`src/rtl/sfd_pkg.sv`:
```
// ----------------------------------------------------------------------------
// SLIP frame decoder package
// Shared constants, codes and types for the SLIP frame decoder.
// ----------------------------------------------------------------------------
`default_nettype none

package sfd_pkg;

  // Line codes of the byte stuffing scheme.
  localparam logic [7:0] SLIP_END     = 8'hC0;
  localparam logic [7:0] SLIP_ESC     = 8'hDB;
  localparam logic [7:0] SLIP_ESC_END = 8'hDC;
  localparam logic [7:0] SLIP_ESC_ESC = 8'hDD;
  localparam logic [7:0] SLIP_ESC_ZER = 8'hDE;
  localparam logic [7:0] ZERO_BYTE    = 8'h00;

  // IPv4 check on the first decoded byte of a frame.
  localparam logic [7:0] NIBBLE_MASK  = 8'hF0;
  localparam logic [7:0] IPV4_NIBBLE  = 8'h40;

  // Field widths.
  localparam int LEN_W     = 12;
  localparam int STATUS_W  = 2;
  localparam int CFG_IDX_W = 2;
  localparam int CFG_W     = 12;
  localparam int OUT_W     = 24;

  // Register reset values.
  localparam logic [LEN_W-1:0] MAX_LEN_RESET = 12'd1500;
  localparam logic [7:0]       MIN_LEN_RESET = 8'd20;

  // Configuration register indexes.
  localparam logic [CFG_IDX_W-1:0] CFG_ESC_ZERO_EN = 2'd0;
  localparam logic [CFG_IDX_W-1:0] CFG_MAX_LEN     = 2'd1;
  localparam logic [CFG_IDX_W-1:0] CFG_MIN_LEN     = 2'd2;

  // Input kinds.
  localparam logic MODE_BYTE  = 1'b0;
  localparam logic MODE_FLUSH = 1'b1;

  // Result kinds.
  localparam logic KIND_DATA = 1'b0;
  localparam logic KIND_END  = 1'b1;

  // Frame status codes.
  localparam logic [STATUS_W-1:0] STATUS_GOOD     = 2'd0;
  localparam logic [STATUS_W-1:0] STATUS_SHORT    = 2'd1;
  localparam logic [STATUS_W-1:0] STATUS_NOT_IPV4 = 2'd2;
  localparam logic [STATUS_W-1:0] STATUS_OVERSIZE = 2'd3;

  typedef struct packed {
    logic                kind;
    logic [7:0]          data_byte;
    logic [STATUS_W-1:0] frame_status;
    logic [LEN_W-1:0]    frame_length;
  } result_t;

endpackage

`default_nettype wire

```
`src/rtl/slip_frame_decoder_top.sv`:
```
// ----------------------------------------------------------------------------
// SLIP frame decoder
// Removes SLIP byte stuffing from a line byte stream and reports frame ends.
// ----------------------------------------------------------------------------
// The decoder takes one line byte or flush command per clock while s_tready is
// high and produces at most one result for it: a decoded data byte, or a
// frame-end status with the kept length. Decoder state is updated in the
// accepting cycle, so a new transaction can follow every cycle. The output
// side has a result register and one skid entry; s_tready drops only while
// the skid entry is occupied, which takes two stalled results in a row. Bytes
// before the first END after reset or a flush are discarded. Configuration
// must be written only while idle; the block itself does not enforce it.
`default_nettype none

module slip_frame_decoder_top #(
  parameter int COUNT_BITS = 12
) (
  input  wire                          clk,
  input  wire                          rst,
  // Line side
  input  wire                          s_tvalid,
  output logic                         s_tready,
  input  wire  [7:0]                   s_tdata,   // [7:0] byte_in
  input  wire                          s_tuser,   // [0] mode
  // Result side
  output logic                         m_tvalid,
  input  wire                          m_tready,
  output logic [sfd_pkg::OUT_W-1:0]    m_tdata,   // [7:0] data_byte,
                                                  // [9:8] frame_status,
                                                  // [21:10] frame_length,
                                                  // [23:22] zero
  output logic                         m_tuser,   // [0] kind
  // Configuration
  input  wire                          cfg_we,
  input  wire  [sfd_pkg::CFG_IDX_W-1:0] cfg_index,
  input  wire  [sfd_pkg::CFG_W-1:0]    cfg_data
);

  import sfd_pkg::*;

  localparam int CMP_W = (COUNT_BITS > LEN_W) ? COUNT_BITS : LEN_W;
  localparam logic [COUNT_BITS-1:0] COUNT_FULL = {COUNT_BITS{1'b1}};

  // Configuration registers
  logic             escape_zero_enable;
  logic [LEN_W-1:0] max_frame_len;
  logic [7:0]       min_frame_len;

  // Decoder state
  logic                  synced, synced_next;
  logic                  escaping, escaping_next;
  logic                  overflowed, overflowed_next;
  logic [COUNT_BITS-1:0] byte_count, byte_count_next;
  logic [7:0]            first_byte, first_byte_next;

  // Output register and skid entry
  logic    out_valid;
  result_t out_res;
  logic    skid_valid;
  result_t skid_res;

  logic    in_fire;
  logic    res_valid;
  result_t res;
  logic [7:0]          dec_byte;
  logic                full;
  logic [STATUS_W-1:0] status;

  assign in_fire  = s_tvalid && s_tready;
  assign s_tready = !skid_valid;

  always_ff @(posedge clk) begin
    if (rst) begin
      escape_zero_enable <= 1'b0;
      max_frame_len      <= MAX_LEN_RESET;
      min_frame_len      <= MIN_LEN_RESET;
    end else if (cfg_we) begin
      unique case (cfg_index)
        CFG_ESC_ZERO_EN: escape_zero_enable <= cfg_data[0];
        CFG_MAX_LEN:     max_frame_len      <= cfg_data[LEN_W-1:0];
        CFG_MIN_LEN:     min_frame_len      <= cfg_data[7:0];
        default: ;
      endcase
    end
  end

  // Unstuffing of the byte that follows an escape.
  always_comb begin
    dec_byte = s_tdata;
    if (escaping) begin
      priority if (s_tdata == SLIP_ESC_END) begin
        dec_byte = SLIP_END;
      end else if (s_tdata == SLIP_ESC_ESC) begin
        dec_byte = SLIP_ESC;
      end else if (s_tdata == SLIP_ESC_ZER && escape_zero_enable) begin
        dec_byte = ZERO_BYTE;
      end else begin
        // An unknown escape passes the byte through unchanged.
        dec_byte = s_tdata;
      end
    end
  end

  assign full = (CMP_W'(byte_count) >= CMP_W'(max_frame_len)) ||
                (byte_count == COUNT_FULL);

  always_comb begin
    priority if (overflowed) begin
      status = STATUS_OVERSIZE;
    end else if (CMP_W'(byte_count) < CMP_W'(min_frame_len)) begin
      status = STATUS_SHORT;
    end else if ((first_byte & NIBBLE_MASK) != IPV4_NIBBLE) begin
      status = STATUS_NOT_IPV4;
    end else begin
      status = STATUS_GOOD;
    end
  end

  always_comb begin
    synced_next     = synced;
    escaping_next   = escaping;
    overflowed_next = overflowed;
    byte_count_next = byte_count;
    first_byte_next = first_byte;
    res_valid       = 1'b0;
    res             = '0;
    priority if (s_tuser == MODE_FLUSH) begin
      synced_next     = 1'b0;
      escaping_next   = 1'b0;
      overflowed_next = 1'b0;
      byte_count_next = '0;
      first_byte_next = '0;
    end else if (!synced) begin
      synced_next = (s_tdata == SLIP_END);
    end else if (s_tdata == SLIP_END) begin
      escaping_next   = 1'b0;
      overflowed_next = 1'b0;
      byte_count_next = '0;
      first_byte_next = '0;
      if (byte_count != '0 || overflowed) begin
        res_valid        = 1'b1;
        res.kind         = KIND_END;
        res.frame_status = status;
        res.frame_length = LEN_W'(byte_count);
      end
    end else if (s_tdata == SLIP_ESC) begin
      escaping_next = 1'b1;
    end else begin
      escaping_next = 1'b0;
      if (full) begin
        overflowed_next = 1'b1;
      end else begin
        if (byte_count == '0) begin
          first_byte_next = dec_byte;
        end
        byte_count_next = byte_count + 1'b1;
        res_valid       = 1'b1;
        res.kind        = KIND_DATA;
        res.data_byte   = dec_byte;
      end
    end
  end

  always_ff @(posedge clk) begin
    if (rst) begin
      synced     <= 1'b0;
      escaping   <= 1'b0;
      overflowed <= 1'b0;
      byte_count <= '0;
      first_byte <= '0;
    end else if (in_fire) begin
      synced     <= synced_next;
      escaping   <= escaping_next;
      overflowed <= overflowed_next;
      byte_count <= byte_count_next;
      first_byte <= first_byte_next;
    end
  end

  // A new result goes to the output register when it is free or being
  // drained, otherwise it parks in the skid entry.
  always_ff @(posedge clk) begin
    if (rst) begin
      out_valid  <= 1'b0;
      skid_valid <= 1'b0;
    end else begin
      if (!out_valid || m_tready) begin
        if (skid_valid) begin
          out_valid  <= 1'b1;
          skid_valid <= 1'b0;
        end else begin
          out_valid <= in_fire && res_valid;
        end
      end else if (in_fire && res_valid) begin
        skid_valid <= 1'b1;
      end
    end
  end

  always_ff @(posedge clk) begin
    if (!out_valid || m_tready) begin
      out_res <= skid_valid ? skid_res : res;
    end
    if (out_valid && !m_tready && in_fire && res_valid) begin
      skid_res <= res;
    end
  end

  assign m_tvalid = out_valid;
  assign m_tuser  = out_res.kind;
  assign m_tdata  = {2'b00, out_res.frame_length, out_res.frame_status,
                     out_res.data_byte};

  a_skid_behind_out : assert property (@(posedge clk) disable iff (rst)
    skid_valid |-> out_valid)
    else $error("skid entry holds a result while the output register is empty");

  a_end_no_data : assert property (@(posedge clk) disable iff (rst)
    (m_tvalid && m_tuser == KIND_END) |-> (m_tdata[7:0] == ZERO_BYTE))
    else $error("frame-end result carries a data byte");

  a_data_no_status : assert property (@(posedge clk) disable iff (rst)
    (m_tvalid && m_tuser == KIND_DATA) |-> (m_tdata[OUT_W-1:8] == '0))
    else $error("data result carries a status or length");

  a_unsynced_empty : assert property (@(posedge clk) disable iff (rst)
    !synced |-> (byte_count == '0 && !overflowed && !escaping))
    else $error("frame state present while out of sync");

endmodule

`default_nettype wire
```
`config.mk`:
```
export PLATFORM = sky130hd
export DESIGN_NAME = slip_frame_decoder_top
export DESIGN_NICKNAME = d
export VERILOG_FILES = /design/src/rtl/sfd_pkg.sv /design/src/rtl/slip_frame_decoder_top.sv
export SDC_FILE = /design/constraint.sdc
export NUM_CORES = 1
export LEC_CHECK = 0
export BUFFER_PORTS_ARGS = -buffer_cell sky130_fd_sc_hd__buf_2
export CORE_MARGIN = 3
export CORE_UTILIZATION = 25
export CTS_CLUSTER_SIZE = 28
export DETAILED_ROUTE_END_ITERATION = 16
export PLACE_DENSITY = 0.42
export SYNTH_ARGS = -nofsm -noshare
export SYNTH_HDL_FRONTEND = slang
export SYNTH_SLANG_ARGS = --single-unit
```
`constraint.sdc`:
```
create_clock -name clk -period 4.1 [get_ports clk]
set_input_delay 0.82 -clock clk [delete_from_list [all_inputs] [get_ports clk]]
set_output_delay 0.82 -clock clk [all_outputs]
set_load 0.1 [all_outputs]
```
-- Yosys cells after proc, flatten, opt, wreduce, memory -nomap -nowiden
Cells that the tools add are included.
- output and inout port bits: 27
- register bits: 92
- input bits: 28
- logic and storage cells: 103
- muxes and demuxes: 45
- $lt $le $gt $ge: 2
- reduce and logical (&&, ||, !) cells: 26
- $add $sub $neg: 1
- equal/unequal tests: 11
- operator list (operator ; number):
    8-bit 2-to-1 mux ; 13
    23-bit 2-to-1 mux ; 3
    12-bit 2-to-1 mux ; 5
    8-bit equality test, second input constant ; 5
    14-bit 2-to-1 mux ; 2
    1-bit 2-to-1 mux ; 19
    12-bit by 1-bit adder with 12-bit output, second input constant ; 1
    12-bit equality test, second input constant ; 1
    12-bit >= comparator ; 1
    12-bit logical NOT ; 1
    12-bit by 8-bit less-than comparator with 1-bit output ; 1
    12-bit nonzero test ; 1
    2-bit AND reduction ; 4
    4-bit AND reduction ; 2
    1-bit logical AND ; 6
    2-bit 2-to-1 mux ; 3
    3-bit nonzero test ; 2
    5-bit AND reduction ; 1
    4-bit by 3-bit inequality test with 1-bit output, second input constant ; 1
    1-bit logical NOT ; 3
    1-bit logical OR ; 3
    3-bit by 2-bit inequality test with 1-bit output, second input constant ; 1
    3-bit inequality test, second input constant ; 1
    2-bit by 1-bit equality test with 1-bit output, second input constant ; 1
    other kinds (4) ; 4

-- Depth between registers and ports, before layout
Gate-level depths: netlist of the first run.
- depth in word-level cells: 12
- depth in mapped cells: 9
- gate-level depth less buffers: 8

-- Worst setup path before layout of the first run
OpenSTA, ideal clock, no wires.
- path kind: input port to flip-flop
- start: in s_tdata[4]
- end: reg skid_res[0] in the netlist's numbering, enable pin
- cell stages on the path: 6
- path buffers: 1
- path slack: 0.169 ns
- arrival: 3.499 ns
- required time: 3.668 ns
- library setup time: 0.432 ns
- cells stage by stage: nor4_2 > nand4b_1 > nor2_1 > buf_2 > nor2_1 > nor3_1
- longest elaborated chain between the ends: 6
- elaborated cells on any way between the ends: 7
- classes of those cells: eq/ne: 2; mux: 4; reduce/logical: 1
- RTL lines (item ; RTL line ; text):
    start, declared ; slip_frame_decoder_top.sv:23 ; input wire [7:0] s_tdata,
    8-bit equality test ; slip_frame_decoder_top.sv:146 ; end else if (s_tdata == SLIP_ESC) begin
    1-bit 2-to-1 mux ; slip_frame_decoder_top.sv:146 ;
    1-bit 2-to-1 mux * ; slip_frame_decoder_top.sv:135 ; end else if (s_tdata == SLIP_END) begin
    1-bit 2-to-1 mux * ; slip_frame_decoder_top.sv:133 ; end else if (!synced) begin
    1-bit 2-to-1 mux * ; slip_frame_decoder_top.sv:127 ; priority if (s_tuser == MODE_FLUSH) begin
    1-bit logical AND * ; slip_frame_decoder_top.sv:204 ; if (out_valid && !m_tready && in_fire && res_valid) begin
    end signal, assigned ; slip_frame_decoder_top.sv:205 ; skid_res <= res;
    end, declared ; slip_frame_decoder_top.sv:60 ; result_t skid_res;
Mark *: on every way between the ends. The rest lies on a longest branch, timed or not.
A chain may end at the register's enable or synchronous reset.

-- Worst setup path after layout of the first run
- start: reg byte_count[10]
- end: reg skid_res[9] in the netlist's numbering, enable pin
- longest elaborated chain between the ends: 8
- elaborated cells on any way between the ends: 12
- classes of those cells: order compare: 1; eq/ne: 1; mux: 6; reduce/logical: 4
- RTL lines (item ; RTL line ; text):
    start, declared ; slip_frame_decoder_top.sv:53 ; logic [COUNT_BITS-1:0] byte_count, byte_count_next;
    start signal, assigned ; slip_frame_decoder_top.sv:175 ; byte_count <= byte_count_next;
    12-bit >= comparator or 12-bit equality test (tied branches) ; slip_frame_decoder_top.sv:104, slip_frame_decoder_top.sv:105 ;
    1-bit logical OR ; slip_frame_decoder_top.sv:104 ; assign full = (CMP_W'(byte_count) >= CMP_W'(max_frame_len)) ||
    1-bit 2-to-1 mux ; slip_frame_decoder_top.sv:150 ; if (full) begin
    1-bit 2-to-1 mux ; slip_frame_decoder_top.sv:146 ;
    1-bit 2-to-1 mux * ; slip_frame_decoder_top.sv:135 ;
    1-bit 2-to-1 mux * ; slip_frame_decoder_top.sv:133 ;
    1-bit 2-to-1 mux * ; slip_frame_decoder_top.sv:127 ;
    1-bit logical AND * ; slip_frame_decoder_top.sv:204 ;
Marks and branches as above.

==> flow_metrics.tcl, run 1 <==
set metrics [dict create \
    status "completed" \
    async_flop_share_pct 0 \
    register_area_um2 2222 \
    p_leak_nw 2.092 \
    yosys-top-cells-count "edfxtp_1, nand2_1, dfxtp_1" \
    setup_violations 0 \
    wl_met3_um 506 \
    wl_met1_um 5203 \
    synth.distinct_cells 60 \
    placedCellCount 665 \
    p_total_mw 1.834 \
    grt_first_pass_wirelength_um 16300 \
    syn_inst 400 \
    crit_arrival_ns 3.00 \
    report.final.slew_viol_count 0 \
    drt_wl_total_um 10030 \
    top_layer_used "met4" \
    fin_crit_sh_pct 72.78 \
    min_period_ns 2.984 \
    wire_per_inst_um 14.73 \
    netlist_area_um2 4324 \
    start_kind "flop" \
    cts_root_buf "clkbuf_16" \
    critPathRequiredTime_ns 4.12 \
    num_rows 47 \
    yosys_most_used_dff "edfxtp_1" \
    layoutNonFillerInstCount 681 \
    grt_usage_pct 11.21 \
    die-width_um 137.5 \
    vias_per_cell 4.490 \
    die_h_um 137.5 \
    area_delta_synth_final_pct 18.43 \
    diodes 0 \
    fin_area_um2 5121 \
    cts_inserted_buffers 9 \
    cts_sinks 88 \
    grt_antenna_before_repair 0 \
    initial_utilization_pct 25.80 \
    reg2reg_depth 8 \
    crit_fanout 23 \
    cts_setup_buffers 0 \
    io_pins 55 \
    maxCapViolations 0 \
    postCtsResizedCells 0 \
    synth_most_common_cell "edfxtp_1" \
    cts-htree-levels 3 \
    regToRegSetupSlack_ns 1.12 \
    synth_area_leaders "edfxtp_1, dfxtp_1, ha_1" \
    endpoint "skid_res[9]" \
    drtPass1Iterations 4 \
    fillCellCount 1761 \
    dpl_cell_area_um2 4833 \
    fin_setup_tns_ns 0 \
    worst_slew_pin_slew_ns 0.9011 \
    hold_viol_final 0 \
    clk_latency_ns 0.34 \
    rr_endpoint "skid_res[9]" \
    num_vias 3058 \
    core_area_um2 16760 \
    vdd_ir_drop_max_mv 0.2109 \
    min_path_type "flop to flop" \
    first_iter_violations 153 \
    yosys.area.top_type "edfxtp_1" \
    yosys_warnings 0 \
    synth.top_cell.area_share_pct 31.94 \
    grt_max_degree 27 \
    dpl.hpwl_um 7581 \
    hold_buffers 0 \
    max_freq_mhz 335.1 \
    ant_nets 0 \
    slew_headroom_pct 39.93 \
    clk_pin_slew_ns 0.06 \
    wl_met2_um 4185 \
    finish.utilization_pct 30.56 \
    crit_path_top_delay_cell "a2111oi_4" \
    cts_buffer_depth 2 \
    syn_area_per_cell_um2 10.81 \
    clock_skew_ns 0.007295 \
    dieArea_um2 18910 \
    drc_errors 0 \
    reg2reg_from "byte_count[10]" \
    critPathLaunch "byte_count[10]" \
    ys_seq_elements 88 \
    grt_pass1_vias 2988 \
    seq_area_frac_synth_pct 51.39 \
    synth_edf_count 46 \
    cts_tree "done" \
    rsz0062_at_grt "false" \
    port-buffer-count 52 \
    multi_input_area_um2 1933 \
    critPathMaxStageDelay_ns 0.56 \
    p_per_area_nw_per_um2 358.2 \
    layout-drive-gt1-share_pct 23.86 \
    worstSetupEndpointType "flop" \
    gp_congestion 0.8352 \
    fin_nets 505 \
    overflow 0 \
    critical_path_class "flop to flop" \
    crit_chain "ha_1 -> a21oi_2 -> nand2_2 -> a2111oi_4 -> and4_1 -> nor2_1 -> nor3_2 -> buf_4" \
]
==> cell type report <==
| type | count | share of cell area (%) |
|---|---|---|
| sequential | 88 | 43.39 |
| multi-input combinational | 272 | 37.75 |
| timing repair buffer | 57 | 5.815 |
| tap | 220 | 5.375 |
| clock buffer | 11 | 4.544 |
| inverter | 28 | 2.052 |
| clock inverter | 5 | 1.075 |
==> routing by layer <==
metal  up-vias  global-route usage [%]
li1       1573                       -
met1      1416                   16.28
met2        60                   15.78
met3         9                   3.433
met4         0                   3.548
met5         -                       0
==> power by group <==
group | leakage [nW] | switching, mW | internal [mW]
logic | 1.16 | 0.0621 | 0.0304
registers | 0.793 | 0.00464 | 0.927
clock network | 0.140 | 0.337 | 0.473
total | 2.09 | 0.404 | 1.43
==> metrics by stage <==
step	setup WS (ns)	hold WS, ns
after floorplan	0.1686	0.4356
after global placement	1.170	0.4481
after detailed placement	1.111	0.4485
after CTS	1.110	0.4567
after global routing	0.8898	0.4782
final	1.116	0.4543
==> worst max-delay path, delay by kind of cell (launching register included) <==
kind	cells	cell delay, ns
and+or+nand+nor	4	0.80
DFF	1	0.48
AOI/OAI and AO/OA	2	0.73
adders and majority gates	1	0.32
buffers and inverters	1	0.31
==> state kept, by name, summed over array words and instances, names as in the netlist <==
name	flops
overflowed	1
escape_zero_enable	1
skid_valid	1
min_frame_len	8
max_frame_len	12
escaping	1
m_tdata	22
skid_res	23
first_byte	4
m_tvalid	1
byte_count	12
m_tuser	1
synced	1
==> kinds of logic (layout without fill, tap and decap cells) <==
group           after synthesis  after routing  synth area share, %
xor+xnor                      2              2               0.4052
other cells                   1              2              0.08672
compound gates               66             66                10.24
mux                          28             28                7.089
buf+inv                      41            101                4.109
fa+ha+maj                    21             21                6.076
simple gates                153            153                20.60
flops                        88             88                51.39
==> how the worst min path moves through the flow <==
stage | slack (ns) | endpoint | from | cells past startpoint
CTS | 0.46 | max_frame_len[1] | max_frame_len[1] | 2
finish | 0.45 | max_frame_len[1] | max_frame_len[1] | 2
floorplan | 0.44 | first_byte[6] | first_byte[6] | 2
global placement | 0.45 | max_frame_len[1] | max_frame_len[1] | 2
global route | 0.48 | max_frame_len[1] | max_frame_len[1] | 2
detailed placement | 0.45 | max_frame_len[1] | max_frame_len[1] | 2
==> cells in the final DEF (no fill, tap or decap), types with 3 or more instances in the layout <==
master     netlist  layout
a211oi_1         3       3
a21o_1           3       3
a21oi_1         18      18
and2_1          13      13
and3_4           3       3
and4_4           3       3
buf_2            1      52
buf_4            2       5
clkbuf_16        0       9
clkinv_1         2       4
dfxtp_1         42      42
edfxtp_1        46      46
ha_1            21      21
inv_1           26      26
mux2_2          21      21
mux2i_1          7       7
nand2_1         43      43
nand2b_1         4       4
nand3_1         17      17
nand3b_1         4       4
nand4_1          4       4
nor2_1          21      21
nor3_1           7       6
o211ai_1        11      11
o21a_1           3       3
o21ai_0         14      14
or3_1            3       3
or4_1            5       5
(Power assumes the default switching activity.)
==> run 2, diff against run 1 <==
--- a/config.mk
+++ b/config.mk
@@ -10,7 +10,7 @@
 export CORE_UTILIZATION = 25
 export CTS_CLUSTER_SIZE = 28
 export DETAILED_ROUTE_END_ITERATION = 16
-export PLACE_DENSITY = 0.42
+export PLACE_DENSITY = 0.41
 export SYNTH_ARGS = -nofsm -noshare
 export SYNTH_HDL_FRONTEND = slang
 export SYNTH_SLANG_ARGS = --single-unit
==> constraint.sdc (replaced) <==
create_clock -name clk -period 3.1 [get_ports clk]
set_input_delay 0.62 -clock clk [delete_from_list [all_inputs] [get_ports clk]]
set_output_delay 0.62 -clock clk [all_outputs]
set_load 0.1 [all_outputs]
==> run 2 against run 1 <==
  * First-iteration DRC count down 23%
  * Largest cell class unchanged
  * Critical endpoint is now skid_res[0]
  * Setup slack got worse by 0.74 ns
  * Routed wire length is 1.0% higher
  * Count of clock-buffer cells in the layout stayed put
  * Non-clock buffer count increased by 7
  * Utilization is 0.30 points higher
  * Via count is 0.85% higher
  * Critical path depth unchanged
  * Die area is the same
  * Sequential share of layout area is 0.42 points lower
  * Cell count grew 1.0%
  * Global-route usage up 0.47 points
==> flow_metrics.tcl, run 2 (synthesis results as in run 1) <==
set metrics [dict create \
    placedCellCount 672 \
    num_vias 3084 \
    critical_path_class "flop to flop" \
    setup_violations 0 \
    layout-drive-gt1-share_pct 25.21 \
    cts_setup_buffers 0 \
    dieArea_um2 18910 \
    hold_buffers 0 \
    crit_path_top_delay_cell "dfxtp_1" \
    fin_setup_tns_ns 0 \
    dpl_cell_area_um2 4905 \
    rsz0062_at_grt "false" \
    drtPass1Iterations 4 \
    port-buffer-count 52 \
    vdd_ir_drop_max_mv 0.2984 \
    min_period_ns 2.727 \
    largest_reg_flops 23 \
    grt_usage_pct 11.68 \
    maxCapViolations 0 \
    worst_slew_pin_slew_ns 0.6858 \
    slew_headroom_pct 54.28 \
    fin_crit_sh_pct 87.97 \
    initial_utilization_pct 25.80 \
    gp_congestion 0.8122 \
    drc_errors 0 \
    critPathMaxStageDelay_ns 0.45 \
    status "completed" \
    hold_start "max_frame_len[1]" \
    multi_input_area_um2 1939 \
    hold_end "max_frame_len[1]" \
    diodes 0 \
    io_pins 55 \
    grt_max_degree 26 \
    max_freq_mhz 366.7 \
    crit_fanout 23 \
    rr_endpoint "skid_res[0]" \
    die-width_um 137.5 \
    critPathRequiredTime_ns 3.15 \
    core_area_um2 16760 \
    worstSetupEndpointType "flop" \
    crit_arrival_ns 2.77 \
    fin_area_um2 5171 \
    p_per_area_nw_per_um2 455.6 \
    crit_chain "ha_1 -> nand4_1 -> nor3_2 -> a2111oi_4 -> and4_1 -> nor2_1 -> nor3_4 -> buf_12" \
    vias_per_cell 4.483 \
    cts_root_buf "clkbuf_16" \
    area_delta_synth_final_pct 19.59 \
    reg2reg_from "byte_count[11]" \
    cts_sinks 88 \
    clk_pin_slew_ns 0.06 \
    reg2reg_depth 8 \
    layoutNonFillerInstCount 688 \
    p_leak_nw 2.127 \
    die_h_um 137.5 \
    cts_inserted_buffers 9 \
    postCtsResizedCells 0 \
    largest_register "skid_res" \
    overflow 0 \
    min_path_cells 2 \
    drt_wl_total_um 10130 \
    min_path_type "flop to flop" \
    clk_latency_ns 0.34 \
    num_rows 47 \
    register_area_um2 2222 \
    layout_commonest_cell "buf_2" \
    ant_nets 0 \
    cts_buffer_depth 2 \
    start_kind "flop" \
    grt_first_pass_wirelength_um 16820 \
    dpl.hpwl_um 7602 \
    grt_pass1_vias 3036 \
    final_cell_mix "buf_2, edfxtp_1, nand2_1, dfxtp_1, inv_1" \
    wire_per_inst_um 14.73 \
    cts_tree "done" \
    fin_nets 512 \
    cts-htree-levels 3 \
    p_total_mw 2.356 \
    report.final.slew_viol_count 0 \
    first_iter_violations 118 \
    fillCellCount 1756 \
    grt_antenna_before_repair 0 \
    regToRegSetupSlack_ns 0.37 \
    hold_viol_final 0 \
    clock_skew_ns 0.007636 \
]
[run 2: changes by cell type in the layout (fill, tap and decap cells not counted), sizes merged]
cell / change
buf: +7
bufinv: -1
clkinv: +1
clkinvlp: +1
inv: -1
[run 2: area by class of cell]
type / instances / area share (%)
inverter: 28 / 2.032
sequential: 88 / 42.97
clock buffer: 11 / 4.500
tap: 220 / 5.323
timing repair buffer: 64 / 7.017
multi-input combinational: 272 / 37.50
clock inverter: 5 / 0.6533
[run 2: metal layers]
| layer | vias to the layer above | track usage, % | wire length (um) | part of all wire [%] |
|---|---|---|---|---|
| met5 | - | 0 | 0 | 0 |
| met4 | 0 | 3.769 | 127 | 1.3 |
| met3 | 12 | 3.506 | 489 | 4.8 |
| met2 | 61 | 16.62 | 4188 | 41 |
| met1 | 1422 | 16.81 | 5329 | 53 |
| li1 | 1589 | - | - | - |
[run 2: metrics by stage]
stage	utilization [%]	hold slack [ns]	worst slack [ns]
floorplan	-	0.4356	0.1830
global placement	29.26	0.4461	0.4144
detailed placement	29.26	0.4467	0.3759
CTS	30.85	0.4550	0.3467
global route	30.85	0.4698	0.1451
finish	30.85	0.4561	0.3730
[run 2: critical path: cells and delay by family (launching register included)]
family,cells,cell delay (ns)
simple gates,5,1.06
flops,1,0.45
compound gates,1,0.39
buf+inv,1,0.20
fa+ha+maj,1,0.33
[run 2: how the worst max path moves through the flow]
stage,start,endpoint,cells after the start
floorplan,m_tvalid,skid_res[0],2
global placement,byte_count[10],skid_res[8],8
detailed placement,byte_count[10],skid_res[8],8
CTS,byte_count[11],skid_res[0],8
global route,byte_count[11],skid_res[11],8
finish,byte_count[11],skid_res[0],8
[run 2: report_power, final]
group          switching (mW)  leakage, nW  internal, mW  total [mW]
logic                  0.0819         1.21        0.0420       0.124
registers             0.00607        0.793          1.23        1.23
clock network           0.456        0.128         0.544        1.00
==> run 3, diff against run 2 <==
--- a/config.mk
+++ b/config.mk
@@ -6,11 +6,13 @@
 export NUM_CORES = 1
 export LEC_CHECK = 0
 export BUFFER_PORTS_ARGS = -buffer_cell sky130_fd_sc_hd__buf_2
+export CELL_PAD_IN_SITES_DETAIL_PLACEMENT = 1
+export CELL_PAD_IN_SITES_GLOBAL_PLACEMENT = 2
 export CORE_MARGIN = 3
 export CORE_UTILIZATION = 25
 export CTS_CLUSTER_SIZE = 28
 export DETAILED_ROUTE_END_ITERATION = 16
-export PLACE_DENSITY = 0.41
+export PLACE_DENSITY = 0.56
 export SYNTH_ARGS = -nofsm -noshare
 export SYNTH_HDL_FRONTEND = slang
 export SYNTH_SLANG_ARGS = --single-unit
==> run 3 against run 2 <==
  * Worst hold slack worse by 0.0014 ns
  * Power is 16% higher
  * Setup slack got worse by 0.016 ns
  * Via count grew 3.5%
  * Sequential share of layout area shrank 1.0 points
  * Utilization rose by 0.73 points
  * Maximum frequency shrank 0.60%
  * Global-route usage rose by 1.1 points
  * Register-to-register slack worse by 0.02 ns
  * Cell area grew 2.4%
  * Die area unchanged
  * Largest cell class unchanged
==> flow_metrics.tcl, run 3 (synthesis results as in run 1) <==
set metrics [dict create \
    area_delta_synth_final_pct 22.42 \
    dpl.hpwl_um 8438 \
    worst_slew_pin_slew_ns 0.6991 \
    placedCellCount 674 \
    vdd_ir_drop_max_mv 0.2643 \
    num_rows 47 \
    hold_viol_final 0 \
    initial_utilization_pct 25.80 \
    drt_wl_total_um 11140 \
    grt.met3_usage_pct 3.579 \
    worstSetupEndpointType "flop" \
    clock_power_share_pct 50.1 \
    ant_nets 0 \
    reg2reg_from "byte_count[10]" \
    met1_usage_pct 17.63 \
    cts-htree-levels 3 \
    fin_crit_sh_pct 88.50 \
    hold_end "max_frame_len[1]" \
    combPwrFrac_pct 4.7 \
    gp_congestion 0.7896 \
    hold_buffers 0 \
    regToRegSetupSlack_ns 0.36 \
    diodes 0 \
    clk_pin_slew_ns 0.07 \
    clock_skew_ns 0.01049 \
    max_freq_mhz 364.5 \
    min_path_cells 2 \
    start_kind "flop" \
    grt_max_degree 26 \
    crit_fanout 23 \
    hold_start "max_frame_len[1]" \
    cell_internal_pwr_mw 2.149 \
    grt_antenna_before_repair 0 \
    cts_setup_buffers 0 \
    io_pins 55 \
    final_cell_mix "buf_2, edfxtp_1, nand2_1, dfxtp_1, inv_1" \
    largest_reg_flops 23 \
    postCtsResizedCells 0 \
    min_path_type "flop to flop" \
    layout_commonest_cell "buf_2" \
    report.final.slew_viol_count 0 \
    wire_per_inst_um 16.15 \
    register_area_um2 2222 \
    status "completed" \
    power.share.sequential_pct 45.2 \
    grt_first_pass_wirelength_um 18170 \
    multi_input_area_um2 1939 \
    first_iter_violations 119 \
    cts_root_buf "clkbuf_16" \
    rr_endpoint "skid_res[5]" \
    overflow 0 \
    slew_headroom_pct 52.96 \
    grt_util_met2_pct 18.76 \
    cts_sinks 88 \
    drtPass1Iterations 4 \
    layout-drive-gt1-share_pct 26.17 \
    grt_usage_pct 12.81 \
    grt.busiest_layer "met2" \
    fin_setup_tns_ns 0 \
    setup_violations 0 \
    critPathRequiredTime_ns 3.16 \
    swShare_pct 21.22 \
    cts_tree "done" \
    core_area_um2 16760 \
    p_per_area_nw_per_um2 515.2 \
    p_total_mw 2.727 \
    critical_path_class "flop to flop" \
    dieArea_um2 18910 \
    fin_nets 514 \
    reg2reg_depth 8 \
    clk_latency_ns 0.35 \
    crit_arrival_ns 2.80 \
    drc_errors 0 \
    hold_ws_ns 0.4547 \
    vias_per_cell 4.626 \
    port-buffer-count 52 \
    die-width_um 137.5 \
    cts_buffer_depth 2 \
    p_leak_nw 2.192 \
    maxCapViolations 0 \
    fillCellCount 1898 \
    min_period_ns 2.743 \
    layoutNonFillerInstCount 690 \
    power.switching_mw 0.5786 \
    cts_inserted_buffers 9 \
    num_vias 3192 \
    largest_register "skid_res" \
    die_h_um 137.5 \
    rsz0062_at_grt "false" \
    grt_pass1_vias 3257 \
]
[run 3: changes by cell type in the layout (fill, tap and decap cells not counted), sizes merged]
cell,before,now
clkbuf,11,9
inv,27,29
buf,64,66
bufinv,0,4
clkinvlp,1,0
clkinv,5,2
[run 3: power by group through the flow]
| stage | Sequential, mW | Clock (mW) | Combinational (mW) |
|---|---|---|---|
| 2_1_floorplan | 1.26 | 0 | 0.0782 |
| 3_3_place_gp | 1.26 | 0 | 0.128 |
| 3_5_place_dp | 1.26 | 0 | 0.129 |
| 4_1_cts | 1.23 | 1.42 | 0.130 |
| 5_1_grt | 1.23 | 1.46 | 0.144 |
| 6_report | 1.23 | 1.37 | 0.128 |
[run 3: through the flow]
step,utilization (%),cell area [um2],setup slack (ns)
floorplan,-,4339,0.1830
global placement,29.35,4920,0.4126
detailed placement,29.35,4920,0.3475
CTS,31.59,5294,0.3326
global route,31.59,5294,0.1519
finish,31.59,5294,0.3565
[run 3: layout make-up]
| cell class | instances | share of cell area [%] |
|---|---|---|
| Clock inverter | 7 | 2.813 |
| Timing Repair Buffer | 66 | 7.138 |
| Clock buffer | 9 | 4.254 |
| Multi-Input combinational cell | 272 | 36.63 |
| Sequential cell | 88 | 41.98 |
| Inverter | 28 | 1.985 |
| Tap cell | 220 | 5.200 |
[run 3: how the worst max path moves through the flow]
stage,from,end,cells past startpoint
detailed placement,byte_count[10],skid_res[8],8
floorplan,m_tvalid,skid_res[0],2
global route,byte_count[10],skid_res[11],8
CTS,byte_count[10],skid_res[5],8
finish,byte_count[10],skid_res[5],8
global placement,byte_count[10],skid_res[8],8
[run 3: worst max-delay path, cell delays in order (launching register included)]
cell       delay, ns
dfxtp_1         0.48
ha_1            0.33
a21oi_2         0.16
nand2_2         0.08
a2111oi_4       0.39
and4_1          0.45
nor2_1          0.13
nor3_4          0.21
buf_12          0.20
[run 3: layer usage]
layer / share of wire (%) / vias up
li1: - / 1594
met1: 50 / 1523
met2: 43 / 58
met3: 4.3 / 17
met4: 2.2 / 0
met5: 0 / -
